==> src/rtl/core/pfe_pkg.sv <==
// Shared types and constants of the postfix expression evaluator.
// Used by pfe_ctrl, pfe_dpath, pfe_div and postfix_expression_evaluator.
// Depends on nothing.
`default_nettype none

package pfe_pkg;

    localparam int STACK_DEPTH = 64;
    localparam int SP_W        = $clog2(STACK_DEPTH + 1);
    localparam int ADDR_W      = (STACK_DEPTH > 1) ? $clog2(STACK_DEPTH) : 1;
    localparam int DATA_W      = 32;
    localparam int CHAR_W      = 8;
    localparam int ERR_W       = 2;
    localparam int CNT_W       = $clog2(DATA_W);
    localparam int OUT_TDATA_W = ((DATA_W + ERR_W + 7) / 8) * 8;
    localparam int OUT_PAD_W   = OUT_TDATA_W - DATA_W - ERR_W;

    localparam logic [CHAR_W-1:0] CH_PLUS  = 8'h2B;
    localparam logic [CHAR_W-1:0] CH_MINUS = 8'h2D;
    localparam logic [CHAR_W-1:0] CH_TIMES = 8'h2A;
    localparam logic [CHAR_W-1:0] CH_DIV   = 8'h2F;
    localparam logic [CHAR_W-1:0] CH_SPACE = 8'h20;
    localparam logic [CHAR_W-1:0] CH_ZERO  = 8'h30;
    localparam logic [CHAR_W-1:0] CH_NINE  = 8'h39;
    localparam logic [3:0]        RADIX    = 4'd10;

    typedef enum logic [ERR_W-1:0] {
        ERR_NONE  = 2'd0,
        ERR_UNDER = 2'd1,
        ERR_OVER  = 2'd2,
        ERR_DIVZ  = 2'd3
    } t_err;

    typedef enum logic [1:0] {
        OP_ADD = 2'd0,
        OP_SUB = 2'd1,
        OP_MUL = 2'd2,
        OP_DIV = 2'd3
    } t_op;

    typedef enum logic [3:0] {
        S_IDLE,
        S_DECODE,
        S_NORMAL,
        S_TAIL,
        S_POPB,
        S_LDB,
        S_POPA,
        S_LDA,
        S_EXEC,
        S_DIVW,
        S_PUSH,
        S_END_POP,
        S_END_OUT
    } t_state;

    // Commands from the controller to the datapath.
    typedef struct packed {
        logic latch;
        logic clr_pending;
        logic set_pending;
        logic num_start_neg;
        logic num_start_pos;
        logic num_accum;
        logic push_num;
        logic op_from_char;
        logic op_minus;
        logic pop;
        logic load_b;
        logic load_a;
        logic exec;
        logic div_load;
        logic push_res;
        logic end_load;
        logic clear_ctl;
    } t_cmd;

    // Status from the datapath to the controller.
    typedef struct packed {
        logic is_digit;
        logic is_minus;
        logic is_op;
        logic pending;
        logic in_number;
        logic last;
        logic div_run;
        logic div_done;
        logic out_full;
    } t_status;

endpackage

`default_nettype wire

==> src/rtl/core/pfe_div.sv <==
// Iterative signed divider, one quotient bit per cycle, truncating toward zero.
// Depends on pfe_pkg.
`default_nettype none

module pfe_div (
    input  wire logic                       i_clk,
    input  wire logic                       i_rst_n,
    input  wire logic                       i_start,
    input  wire logic [pfe_pkg::DATA_W-1:0] i_dividend,
    input  wire logic [pfe_pkg::DATA_W-1:0] i_divisor,
    output logic                            o_done,
    output logic [pfe_pkg::DATA_W-1:0]      o_quotient
);

    logic                         r_busy;
    logic                         r_done;
    logic [pfe_pkg::CNT_W-1:0]    r_cnt;
    logic [pfe_pkg::DATA_W-1:0]   r_rem;
    logic [pfe_pkg::DATA_W-1:0]   r_quo;
    logic [pfe_pkg::DATA_W-1:0]   r_dvs;
    logic                         r_neg;
    logic [pfe_pkg::DATA_W-1:0]   r_result;

    logic [pfe_pkg::DATA_W-1:0]   mag_a;
    logic [pfe_pkg::DATA_W-1:0]   mag_b;
    logic [pfe_pkg::DATA_W:0]     rem_sh;
    logic [pfe_pkg::DATA_W:0]     diff;
    logic [pfe_pkg::DATA_W-1:0]   n_rem;
    logic [pfe_pkg::DATA_W-1:0]   n_quo;
    logic                         last_step;

    always_comb begin
        mag_a  = i_dividend[pfe_pkg::DATA_W-1] ? (~i_dividend + 1'b1) : i_dividend;
        mag_b  = i_divisor[pfe_pkg::DATA_W-1] ? (~i_divisor + 1'b1) : i_divisor;
        rem_sh = {r_rem, r_quo[pfe_pkg::DATA_W-1]};
        diff   = rem_sh - {1'b0, r_dvs};
        if (!diff[pfe_pkg::DATA_W]) begin
            n_rem = diff[pfe_pkg::DATA_W-1:0];
            n_quo = {r_quo[pfe_pkg::DATA_W-2:0], 1'b1};
        end else begin
            n_rem = rem_sh[pfe_pkg::DATA_W-1:0];
            n_quo = {r_quo[pfe_pkg::DATA_W-2:0], 1'b0};
        end
        last_step = (r_cnt == pfe_pkg::CNT_W'(pfe_pkg::DATA_W - 1));
    end

    always_ff @(posedge i_clk) begin
        if (!i_rst_n) begin
            r_busy <= 1'b0;
            r_done <= 1'b0;
            r_cnt  <= '0;
        end else begin
            r_done <= !i_start && r_busy && last_step;
            if (i_start) begin
                r_busy <= 1'b1;
                r_cnt  <= '0;
            end else if (r_busy) begin
                r_cnt <= r_cnt + 1'b1;
                if (last_step) begin
                    r_busy <= 1'b0;
                end
            end
        end
    end

    always_ff @(posedge i_clk) begin
        if (i_start) begin
            r_rem <= '0;
            r_quo <= mag_a;
            r_dvs <= mag_b;
            r_neg <= i_dividend[pfe_pkg::DATA_W-1] ^ i_divisor[pfe_pkg::DATA_W-1];
        end else if (r_busy) begin
            r_rem <= n_rem;
            r_quo <= n_quo;
            if (last_step) begin
                r_result <= r_neg ? (~n_quo + 1'b1) : n_quo;
            end
        end
    end

    assign o_done     = r_done;
    assign o_quotient = r_result;

    a_done_pulse: assert property (@(posedge i_clk) disable iff (!i_rst_n)
        r_done |=> !r_done)
        else $error("divider done lasted more than one cycle");

    a_start_busy: assert property (@(posedge i_clk) disable iff (!i_rst_n)
        i_start |=> r_busy)
        else $error("divider did not start");

    a_done_after_busy: assert property (@(posedge i_clk) disable iff (!i_rst_n)
        $rose(r_done) |-> $past(r_busy) && !r_busy)
        else $error("divider finished without running");

endmodule

`default_nettype wire

==> src/rtl/core/pfe_dpath.sv <==
// Datapath: character register, number builder, operand stack memory,
// arithmetic unit with the divider, error tracking and the result register.
// Depends on pfe_pkg and pfe_div.
`default_nettype none

module pfe_dpath (
    input  wire logic                       i_clk,
    input  wire logic                       i_rst_n,
    input  wire logic [pfe_pkg::CHAR_W-1:0] i_char,
    input  wire logic                       i_last,
    input  wire pfe_pkg::t_cmd              i_cmd,
    output pfe_pkg::t_status                o_status,
    input  wire logic                       i_out_ready,
    output logic                            o_out_valid,
    output logic [pfe_pkg::DATA_W-1:0]      o_value,
    output logic [pfe_pkg::ERR_W-1:0]       o_err
);

    logic [pfe_pkg::DATA_W-1:0] r_mem [pfe_pkg::STACK_DEPTH];
    logic [pfe_pkg::DATA_W-1:0] r_rdata;

    logic [pfe_pkg::CHAR_W-1:0] r_char;
    logic                       r_last;
    logic [pfe_pkg::SP_W-1:0]   r_sp;
    logic [pfe_pkg::DATA_W-1:0] r_acc;
    logic                       r_in_number;
    logic                       r_neg;
    logic                       r_pending;
    pfe_pkg::t_err              r_sticky;
    pfe_pkg::t_op               r_op;
    logic                       r_pop_empty;
    logic [pfe_pkg::DATA_W-1:0] r_a;
    logic [pfe_pkg::DATA_W-1:0] r_b;
    logic [pfe_pkg::DATA_W-1:0] r_res;
    logic                       r_out_valid;
    logic [pfe_pkg::DATA_W-1:0] r_out_value;
    pfe_pkg::t_err              r_out_err;

    logic                       is_digit;
    logic [pfe_pkg::DATA_W-1:0] digit_val;
    pfe_pkg::t_op               char_op;
    logic                       sp_zero;
    logic                       sp_full;
    logic                       b_zero;
    logic                       div_start;
    logic                       div_done;
    logic [pfe_pkg::DATA_W-1:0] div_quo;
    logic [pfe_pkg::DATA_W-1:0] num_val;
    logic [pfe_pkg::DATA_W-1:0] wr_data;
    logic                       wr_en;
    logic                       rd_en;
    logic [pfe_pkg::ADDR_W-1:0] rd_addr;
    logic [pfe_pkg::SP_W-1:0]   sp_dec;
    pfe_pkg::t_err              n_flag;

    always_comb begin
        is_digit  = (r_char >= pfe_pkg::CH_ZERO) && (r_char <= pfe_pkg::CH_NINE);
        digit_val = pfe_pkg::DATA_W'(r_char[3:0]);
        unique case (r_char)
            pfe_pkg::CH_PLUS:  char_op = pfe_pkg::OP_ADD;
            pfe_pkg::CH_TIMES: char_op = pfe_pkg::OP_MUL;
            pfe_pkg::CH_DIV:   char_op = pfe_pkg::OP_DIV;
            default:           char_op = pfe_pkg::OP_SUB;
        endcase
        sp_zero   = (r_sp == '0);
        sp_full   = (r_sp >= pfe_pkg::SP_W'(pfe_pkg::STACK_DEPTH));
        sp_dec    = r_sp - 1'b1;
        rd_addr   = sp_dec[pfe_pkg::ADDR_W-1:0];
        rd_en     = i_cmd.pop && !sp_zero;
        b_zero    = (r_b == '0);
        num_val   = r_neg ? (~r_acc + 1'b1) : r_acc;
        wr_data   = i_cmd.push_num ? num_val : r_res;
        wr_en     = (i_cmd.push_num || i_cmd.push_res) && !sp_full;
        div_start = i_cmd.exec && (r_op == pfe_pkg::OP_DIV) && !b_zero;

        n_flag = pfe_pkg::ERR_NONE;
        if (i_cmd.pop && sp_zero) begin
            n_flag = pfe_pkg::ERR_UNDER;
        end else if (i_cmd.exec && (r_op == pfe_pkg::OP_DIV) && b_zero) begin
            n_flag = pfe_pkg::ERR_DIVZ;
        end else if ((i_cmd.push_num || i_cmd.push_res) && sp_full) begin
            n_flag = pfe_pkg::ERR_OVER;
        end
    end

    // The stack memory: one write port at the pointer, one registered read below it.
    always_ff @(posedge i_clk) begin
        if (wr_en) begin
            r_mem[r_sp[pfe_pkg::ADDR_W-1:0]] <= wr_data;
        end
        if (rd_en) begin
            r_rdata <= r_mem[rd_addr];
        end
    end

    always_ff @(posedge i_clk) begin
        if (!i_rst_n) begin
            r_sp        <= '0;
            r_acc       <= '0;
            r_in_number <= 1'b0;
            r_neg       <= 1'b0;
            r_pending   <= 1'b0;
            r_sticky    <= pfe_pkg::ERR_NONE;
            r_out_valid <= 1'b0;
        end else begin
            if (i_cmd.clr_pending) begin
                r_pending <= 1'b0;
            end
            if (i_cmd.set_pending) begin
                r_pending <= 1'b1;
            end
            if (i_cmd.num_start_neg || i_cmd.num_start_pos) begin
                r_in_number <= 1'b1;
                r_neg       <= i_cmd.num_start_neg;
                r_acc       <= digit_val;
            end
            if (i_cmd.num_accum) begin
                r_acc <= (r_acc << 3) + (r_acc << 1) + digit_val;
            end
            if (i_cmd.push_num) begin
                r_in_number <= 1'b0;
                r_neg       <= 1'b0;
                r_acc       <= '0;
            end
            if (rd_en) begin
                r_sp <= sp_dec;
            end
            if (wr_en) begin
                r_sp <= r_sp + 1'b1;
            end
            if ((r_sticky == pfe_pkg::ERR_NONE) && (n_flag != pfe_pkg::ERR_NONE)) begin
                r_sticky <= n_flag;
            end
            if (i_cmd.end_load) begin
                r_out_valid <= 1'b1;
            end else if (i_out_ready) begin
                r_out_valid <= 1'b0;
            end
            if (i_cmd.clear_ctl) begin
                r_sp        <= '0;
                r_acc       <= '0;
                r_in_number <= 1'b0;
                r_neg       <= 1'b0;
                r_pending   <= 1'b0;
                r_sticky    <= pfe_pkg::ERR_NONE;
            end
        end
    end

    always_ff @(posedge i_clk) begin
        if (i_cmd.latch) begin
            r_char <= i_char;
            r_last <= i_last;
        end
        if (i_cmd.op_from_char) begin
            r_op <= char_op;
        end
        if (i_cmd.op_minus) begin
            r_op <= pfe_pkg::OP_SUB;
        end
        if (i_cmd.pop) begin
            r_pop_empty <= sp_zero;
        end
        if (i_cmd.load_b) begin
            r_b <= r_pop_empty ? '0 : r_rdata;
        end
        if (i_cmd.load_a) begin
            r_a <= r_pop_empty ? '0 : r_rdata;
        end
        if (i_cmd.exec) begin
            unique case (r_op)
                pfe_pkg::OP_ADD: r_res <= r_a + r_b;
                pfe_pkg::OP_SUB: r_res <= r_a - r_b;
                pfe_pkg::OP_MUL: r_res <= r_a * r_b;
                pfe_pkg::OP_DIV: r_res <= '0;
                default:         r_res <= '0;
            endcase
        end
        if (i_cmd.div_load) begin
            r_res <= div_quo;
        end
        if (i_cmd.end_load) begin
            r_out_value <= r_pop_empty ? '0 : r_rdata;
            r_out_err   <= r_sticky;
        end
    end

    pfe_div u_div (
        .i_clk      (i_clk),
        .i_rst_n    (i_rst_n),
        .i_start    (div_start),
        .i_dividend (r_a),
        .i_divisor  (r_b),
        .o_done     (div_done),
        .o_quotient (div_quo)
    );

    always_comb begin
        o_status.is_digit  = is_digit;
        o_status.is_minus  = (r_char == pfe_pkg::CH_MINUS);
        o_status.is_op     = (r_char == pfe_pkg::CH_PLUS) || (r_char == pfe_pkg::CH_TIMES)
                             || (r_char == pfe_pkg::CH_DIV);
        o_status.pending   = r_pending;
        o_status.in_number = r_in_number;
        o_status.last      = r_last;
        o_status.div_run   = (r_op == pfe_pkg::OP_DIV) && !b_zero;
        o_status.div_done  = div_done;
        o_status.out_full  = r_out_valid;
    end

    assign o_out_valid = r_out_valid;
    assign o_value     = r_out_value;
    assign o_err       = r_out_err;

    a_sp_bound: assert property (@(posedge i_clk) disable iff (!i_rst_n)
        r_sp <= pfe_pkg::SP_W'(pfe_pkg::STACK_DEPTH))
        else $error("stack pointer beyond the stack depth");

endmodule

`default_nettype wire

==> src/rtl/core/pfe_ctrl.sv <==
// Controller: sequences the handling of one character as datapath commands.
// Depends on pfe_pkg.
`default_nettype none

module pfe_ctrl (
    input  wire logic             i_clk,
    input  wire logic             i_rst_n,
    input  wire logic             i_in_valid,
    output logic                  o_in_ready,
    input  wire pfe_pkg::t_status i_status,
    output pfe_pkg::t_cmd         o_cmd
);

    pfe_pkg::t_state r_state;
    pfe_pkg::t_state n_state;
    pfe_pkg::t_state r_ret;
    pfe_pkg::t_state n_ret;

    always_ff @(posedge i_clk) begin
        if (!i_rst_n) begin
            r_state <= pfe_pkg::S_IDLE;
            r_ret   <= pfe_pkg::S_TAIL;
        end else begin
            r_state <= n_state;
            r_ret   <= n_ret;
        end
    end

    always_comb begin
        n_state    = r_state;
        n_ret      = r_ret;
        o_cmd      = '0;
        o_in_ready = 1'b0;
        unique case (r_state)
            pfe_pkg::S_IDLE: begin
                o_in_ready = 1'b1;
                if (i_in_valid) begin
                    o_cmd.latch = 1'b1;
                    n_state     = pfe_pkg::S_DECODE;
                end
            end
            // A held minus is settled by the character that follows it.
            pfe_pkg::S_DECODE: begin
                if (i_status.pending) begin
                    o_cmd.clr_pending = 1'b1;
                    if (i_status.is_digit) begin
                        o_cmd.num_start_neg = 1'b1;
                        n_state             = pfe_pkg::S_TAIL;
                    end else begin
                        o_cmd.op_minus = 1'b1;
                        n_ret          = pfe_pkg::S_NORMAL;
                        n_state        = pfe_pkg::S_POPB;
                    end
                end else begin
                    n_state = pfe_pkg::S_NORMAL;
                end
            end
            pfe_pkg::S_NORMAL: begin
                if (i_status.in_number) begin
                    if (i_status.is_digit) begin
                        o_cmd.num_accum = 1'b1;
                        n_state         = pfe_pkg::S_TAIL;
                    end else begin
                        // Close the number, then look at the character again.
                        o_cmd.push_num = 1'b1;
                    end
                end else if (i_status.is_digit) begin
                    o_cmd.num_start_pos = 1'b1;
                    n_state             = pfe_pkg::S_TAIL;
                end else if (i_status.is_minus) begin
                    o_cmd.set_pending = 1'b1;
                    n_state           = pfe_pkg::S_TAIL;
                end else if (i_status.is_op) begin
                    o_cmd.op_from_char = 1'b1;
                    n_ret              = pfe_pkg::S_TAIL;
                    n_state            = pfe_pkg::S_POPB;
                end else begin
                    n_state = pfe_pkg::S_TAIL;
                end
            end
            pfe_pkg::S_TAIL: begin
                if (!i_status.last) begin
                    n_state = pfe_pkg::S_IDLE;
                end else if (i_status.pending) begin
                    o_cmd.clr_pending = 1'b1;
                    o_cmd.op_minus    = 1'b1;
                    n_ret             = pfe_pkg::S_TAIL;
                    n_state           = pfe_pkg::S_POPB;
                end else if (i_status.in_number) begin
                    o_cmd.push_num = 1'b1;
                end else begin
                    n_state = pfe_pkg::S_END_POP;
                end
            end
            pfe_pkg::S_POPB: begin
                o_cmd.pop = 1'b1;
                n_state   = pfe_pkg::S_LDB;
            end
            pfe_pkg::S_LDB: begin
                o_cmd.load_b = 1'b1;
                n_state      = pfe_pkg::S_POPA;
            end
            pfe_pkg::S_POPA: begin
                o_cmd.pop = 1'b1;
                n_state   = pfe_pkg::S_LDA;
            end
            pfe_pkg::S_LDA: begin
                o_cmd.load_a = 1'b1;
                n_state      = pfe_pkg::S_EXEC;
            end
            pfe_pkg::S_EXEC: begin
                o_cmd.exec = 1'b1;
                n_state    = i_status.div_run ? pfe_pkg::S_DIVW : pfe_pkg::S_PUSH;
            end
            pfe_pkg::S_DIVW: begin
                if (i_status.div_done) begin
                    o_cmd.div_load = 1'b1;
                    n_state        = pfe_pkg::S_PUSH;
                end
            end
            pfe_pkg::S_PUSH: begin
                o_cmd.push_res = 1'b1;
                n_state        = r_ret;
            end
            pfe_pkg::S_END_POP: begin
                o_cmd.pop = 1'b1;
                n_state   = pfe_pkg::S_END_OUT;
            end
            pfe_pkg::S_END_OUT: begin
                if (!i_status.out_full) begin
                    o_cmd.end_load  = 1'b1;
                    o_cmd.clear_ctl = 1'b1;
                    n_state         = pfe_pkg::S_IDLE;
                end
            end
            default: begin
                n_state = pfe_pkg::S_IDLE;
            end
        endcase
    end

endmodule

`default_nettype wire

==> src/rtl/core/postfix_expression_evaluator.sv <==
// Top level of the postfix expression evaluator.
// Depends on pfe_pkg, pfe_ctrl and pfe_dpath.
//
// Usage: the slave channel carries one ASCII character per transaction, with
// tlast set on the final character of an expression. Digits build numbers,
// spaces separate tokens, a minus directly followed by a digit starts a
// negative number, and + - * / combine the two top operands of a 64-entry
// stack. On the transaction with tlast, one result transaction on the master
// channel gives the top of the stack and an error code (0 ok, 1 underflow,
// 2 overflow, 3 divide by zero, the first error of the expression wins).
// Throughput: characters are handled one at a time; the next transaction is
// accepted only once the current character has been handled. A character
// that closes an open number first pushes the number and is then decoded
// again. An operator pops its two operands, executes and pushes the result;
// a division by a nonzero divisor waits for the 32-step divider, and a held
// minus that becomes a subtraction runs the same steps. The last character
// also closes an open number, applies a held minus and pops the top of the
// stack memory for the result.
// The result sits in an output register, so the next expression can start
// while it waits; if the receiver stalls and another result is due, the
// block holds in place until the register is free. Reset clears the control
// state and the stack pointer; the stack memory is never cleared.
`default_nettype none

module postfix_expression_evaluator (
    input  wire logic                            i_clk,
    input  wire logic                            i_rst_n,
    input  wire logic                            i_s_axis_tvalid,
    output logic                                 o_s_axis_tready,
    // tdata: [7:0] char_code
    input  wire logic [pfe_pkg::CHAR_W-1:0]      i_s_axis_tdata,
    // tlast: last_char
    input  wire logic                            i_s_axis_tlast,
    output logic                                 o_m_axis_tvalid,
    input  wire logic                            i_m_axis_tready,
    // tdata: [31:0] value, [33:32] error_code, [39:34] zero
    output logic [pfe_pkg::OUT_TDATA_W-1:0]      o_m_axis_tdata
);

    pfe_pkg::t_cmd              cmd;
    pfe_pkg::t_status           status;
    logic [pfe_pkg::DATA_W-1:0] value;
    logic [pfe_pkg::ERR_W-1:0]  err;

    pfe_ctrl u_ctrl (
        .i_clk      (i_clk),
        .i_rst_n    (i_rst_n),
        .i_in_valid (i_s_axis_tvalid),
        .o_in_ready (o_s_axis_tready),
        .i_status   (status),
        .o_cmd      (cmd)
    );

    pfe_dpath u_dpath (
        .i_clk       (i_clk),
        .i_rst_n     (i_rst_n),
        .i_char      (i_s_axis_tdata),
        .i_last      (i_s_axis_tlast),
        .i_cmd       (cmd),
        .o_status    (status),
        .i_out_ready (i_m_axis_tready),
        .o_out_valid (o_m_axis_tvalid),
        .o_value     (value),
        .o_err       (err)
    );

    assign o_m_axis_tdata = {{pfe_pkg::OUT_PAD_W{1'b0}}, err, value};

endmodule

`default_nettype wire
==> config.mk <==
export PLATFORM = sky130hd
export DESIGN_NAME = postfix_expression_evaluator
export DESIGN_NICKNAME = d
export VERILOG_FILES = /design/src/rtl/core/pfe_pkg.sv /design/src/rtl/core/pfe_div.sv /design/src/rtl/core/pfe_dpath.sv /design/src/rtl/core/pfe_ctrl.sv /design/src/rtl/core/postfix_expression_evaluator.sv
export SDC_FILE = /design/constraint.sdc
export NUM_CORES = 2
export LEC_CHECK = 0
export BUFFER_PORTS_ARGS = -buffer_cell sky130_fd_sc_hd__buf_2
export CAP_MARGIN = 20
export CORE_AREA = 2 2 443 445
export CTS_CLUSTER_DIAMETER = 30
export DETAILED_ROUTE_END_ITERATION = 7
export DIE_AREA = 0 0 445 447
export HOLD_SLACK_MARGIN = 0.1
export PLACE_DENSITY = 0.76
export SETUP_SLACK_MARGIN = 0.2
export SYNTH_ARGS = -nofsm -noshare
export SYNTH_HDL_FRONTEND = slang
export SYNTH_HIERARCHICAL = 1
export SYNTH_SLANG_ARGS = --single-unit
==> constraint.sdc <==
create_clock -name i_clk -period 9.7 [get_ports i_clk]
set_clock_uncertainty 0.15 [all_clocks]
set_input_delay 0.485 -clock i_clk [delete_from_list [all_inputs] [get_ports i_clk]]
set_output_delay 0.485 -clock i_clk [all_outputs]
set_load 0.05 [all_outputs]
==> key figures <==
Synthesis
  – Yosys warns: 6
  – Asr flop ratio synth: 0%
  – Unique cell type count in the Yosys netlist: 104
  – Post-synth EDFFs: 2317
  – Mapped Avg Cell Area: 16.5 µm²
  – Synthesized instance count: 7012
  – Seq/Total Area, Yosys: 61.6%
  – Synth Flop Type: edfxtp_1
  – Flops & latches, synth: 2408
  – Synthesized area: 116000 µm²

Setup path
  – Crit-path cells: and2_1, fa_1, fa_1, fa_1, inv_1, fa_1, inv_1, fa_1, ha_1, fa_1, fa_1, ha_1, a2111oi_0, a311oi_1, a221oi_2, o311ai_1, a41oi_1, xor2_1, o221ai_1, o21a_1
  – Kind of critical path: reg -> reg
  – Crit-path max FO: 25
  – Slowest-stage cell, CP: edfxtp_1
  – Critical path capture point type: flip-flop
  – Crit path launch type: flip-flop
  – CP arrival: 8870 ps
  – Buffers plus inverters on the worst setup path: 2
  – CP peak stage delay: 1110 ps
  – Top Family by Delay on Critical Path: adder cells
  – Cell mode on critical path: fa_1
  – CP required: 10180 ps

Power and ir drop
  – Max VDD drop: 0.000334 V
  – Clock Power Share: 53.2%
  – Part of the power in registers: 41.4%
  – Sw Ratio: 23.8%
  – Pwr per Cell Area: 207 nW/µm²
  – Sw Pwr: 0.00662 W
  – Comb power frac: 5.4%
  – Internal power of the cells: 0.0212 W
  – Pleak: 46.3 nW

Floorplan
  – IO Pins: 55
  – Row cnt: 162
  – Die Area: 199000 µm²
  – Core footprint: 194000 µm²
  – Die X: 445 µm
  – Die span in y: 447 µm
  – Initial core utilization: 59.7%

Route
  – Routed wire length: 367 mm
  – Post-route ant nets: 0
  – Iter 0 DRT Violations: 10.7k
  – # DRC: 0
  – Via count: 70.8k
  – Via density: 6.91
  – First drt pass iteration count: 6
  – WL/cell: 35.8 µm

Final layout
  – Final core occ: 69.2%
  – Cell area after layout: 134000 µm²
  – Layout Nets: 8004
  – Share of cells above drive strength 1: 23.2%
  – Max reg flops: 2048
  – Area Overhead vs Synth: 16.0%

Timing
  – Relative slew slack: 20.8%
  – TNS Setup: 0 ps
  – Final critical-path required period: 8390 ps
  – Fmax: 119 MHz
  – Fin Hold WS: 159 ps
  – Tcrit/Tclk final: 86.5%
  – # setup viols final: 0
  – Slew Viols, Final: 0
  – RSZ-0062 raised after global routing: no
  – Tightest Pin Transition: 1180 ps
  – Final Hold Vio Count: 0

Outcome
  – Status: finished clean

Flow run
  – Max_cap viols: 0

Clock network
  – Clock buffer depth: 4
  – CTS Sinks: 2408
  – Total CTS buffers: 414
  – Worst skew pair latency: 1020 ps
  – Root buffer cell: clkbuf_16
  – Setup Fix Bufs, Post-CTS: 0
  – Htree depth: 5
  – Worst-path clk slew: 40 ps
  – TritonCTS clock tree: built

Worst hold path
  – HP Class: in -> reg

GRT
  – Global-route wire length before repair: 526 mm
  – Total Routing Usage GR: 37.4%
  – Pin count of the biggest net entering global routing: 145
  – Vias in the first global route: 71.8k
  – Initial antenna violation count: 52
  – Grt total ovfl: 0

Placed design
  – Port Buffer Count: 48
  – Gpl congestion: 0.949
  – Placed Area: 120000 µm²
  – Hpwl dp: 190 mm
synth_stat cells (91+ instances only):
cell	instances	area (µm²)
edfxtp_1	2317	69600
mux4_2	672	15100
inv_1	465	1750
nand2_1	426	1600
fa_1	412	8250
nor2_1	317	1190
and2_1	316	1980
clkbuf_1	286	1070
ha_1	255	3190
a21oi_1	208	1040
xnor2_1	196	1720
xor2_1	120	1050
o21ai_0	117	586
dfxtp_1	91	1820
metrics by stage:
step / power, W / setup slack [ps] / std cells
after global routing: 0.0284 / 925 / 10200
final: 0.0278 / 1310 / 10200
after detailed placement: 0.0132 / 1500 / 9433
after global placement: 0.0131 / 1570 / 9431
after CTS: 0.0279 / 1410 / 10200
after floorplan: 0.0127 / 2300 / 7017
metal layers:
layer  track usage (%)  routed length, µm
met5             0.147                356
met4              27.0              32000
met3              9.05              41500
met2              58.8             174000
met1              45.7             119000
layout by cell type, fill, tap and decap left out, drive strengths merged, types with 36 or more instances in the layout:
master and count:
edfxtp 2317, nor2b 67, nor3 48, mux4 672, buf 247, bufinv 46
a21oi 208, o31ai 44, o21ai 125, ha 255, clkbuf 464, fa 412
a21o 56, inv 525, clkinvlp 54, xnor2 196, nor2 318, clkinv 138
nand2b 36, dfxtp 91, nand2 427, xor2 120, and2 316
worst reg2reg max path: stages, from the launching register on:
cell	delay [ps]
edfxtp_1	1110
and2_1	290
fa_1	460
fa_1	490
fa_1	530
inv_1	60
fa_1	470
inv_1	50
fa_1	480
ha_1	310
fa_1	500
fa_1	420
ha_1	340
a2111oi_0	600
a311oi_1	340
a221oi_2	540
o311ai_1	250
a41oi_1	280
xor2_1	170
o221ai_1	130
o21a_1	150
cells by family after synthesis:
kind of cell	count (synthesis)	share of synthesized area, %
AOI/OAI and AO/OA	689	4.07
xor gates and xnor gates	316	2.39
adders and majority gates	667	9.87
buffers and inverters	840	2.82
DFF	2408	61.6
muxes	691	13.2
other	1	0.00324
and+or+nand+nor	1400	6.03
path summary, 6_finish.rpt:
check                                        from           endpoint  slack [ps]  cells after the start
worst max register to register    u_dpath/r_a[10]  u_dpath/r_res[29]        1310                     20
worst max-delay path              u_dpath/r_a[10]  u_dpath/r_res[29]        1310                     20
worst min-delay path            i_s_axis_tdata[7]  u_dpath/r_char[7]         160                      2
worst min register to register    u_ctrl/r_ret[0]    u_ctrl/r_ret[0]         300                      2
final cells by class:
class                           instances  area (µm²)
Sequential cell                      2408       71400
Fill cell                           11300       59800
Multi-Input combinational cell       3769       42200
Clock buffer                          464       10700
Tap cell                             2542        3180
Clock inverter                        294        3130
Timing Repair Buffer                  262        1990
Inverter                              469        1760
Antenna cell                           31        77.6
timing repair:
item                                   CTS  global route
hold buffers                            15             0
resized for setup                        0             0
endpoints found under the hold margin   22             0
power groups by stage:
stage / Clock (W) / Sequential [W] / Combinational (W)
2_1_floorplan: 0 / 0.0117 / 0.000969
3_3_place_gp: 0 / 0.0117 / 0.00141
3_5_place_dp: 0 / 0.0117 / 0.00144
4_1_cts: 0.0149 / 0.0115 / 0.00148
5_1_grt: 0.0152 / 0.0115 / 0.00160
6_report: 0.0148 / 0.0115 / 0.00151
(Power assumes the default switching activity.)
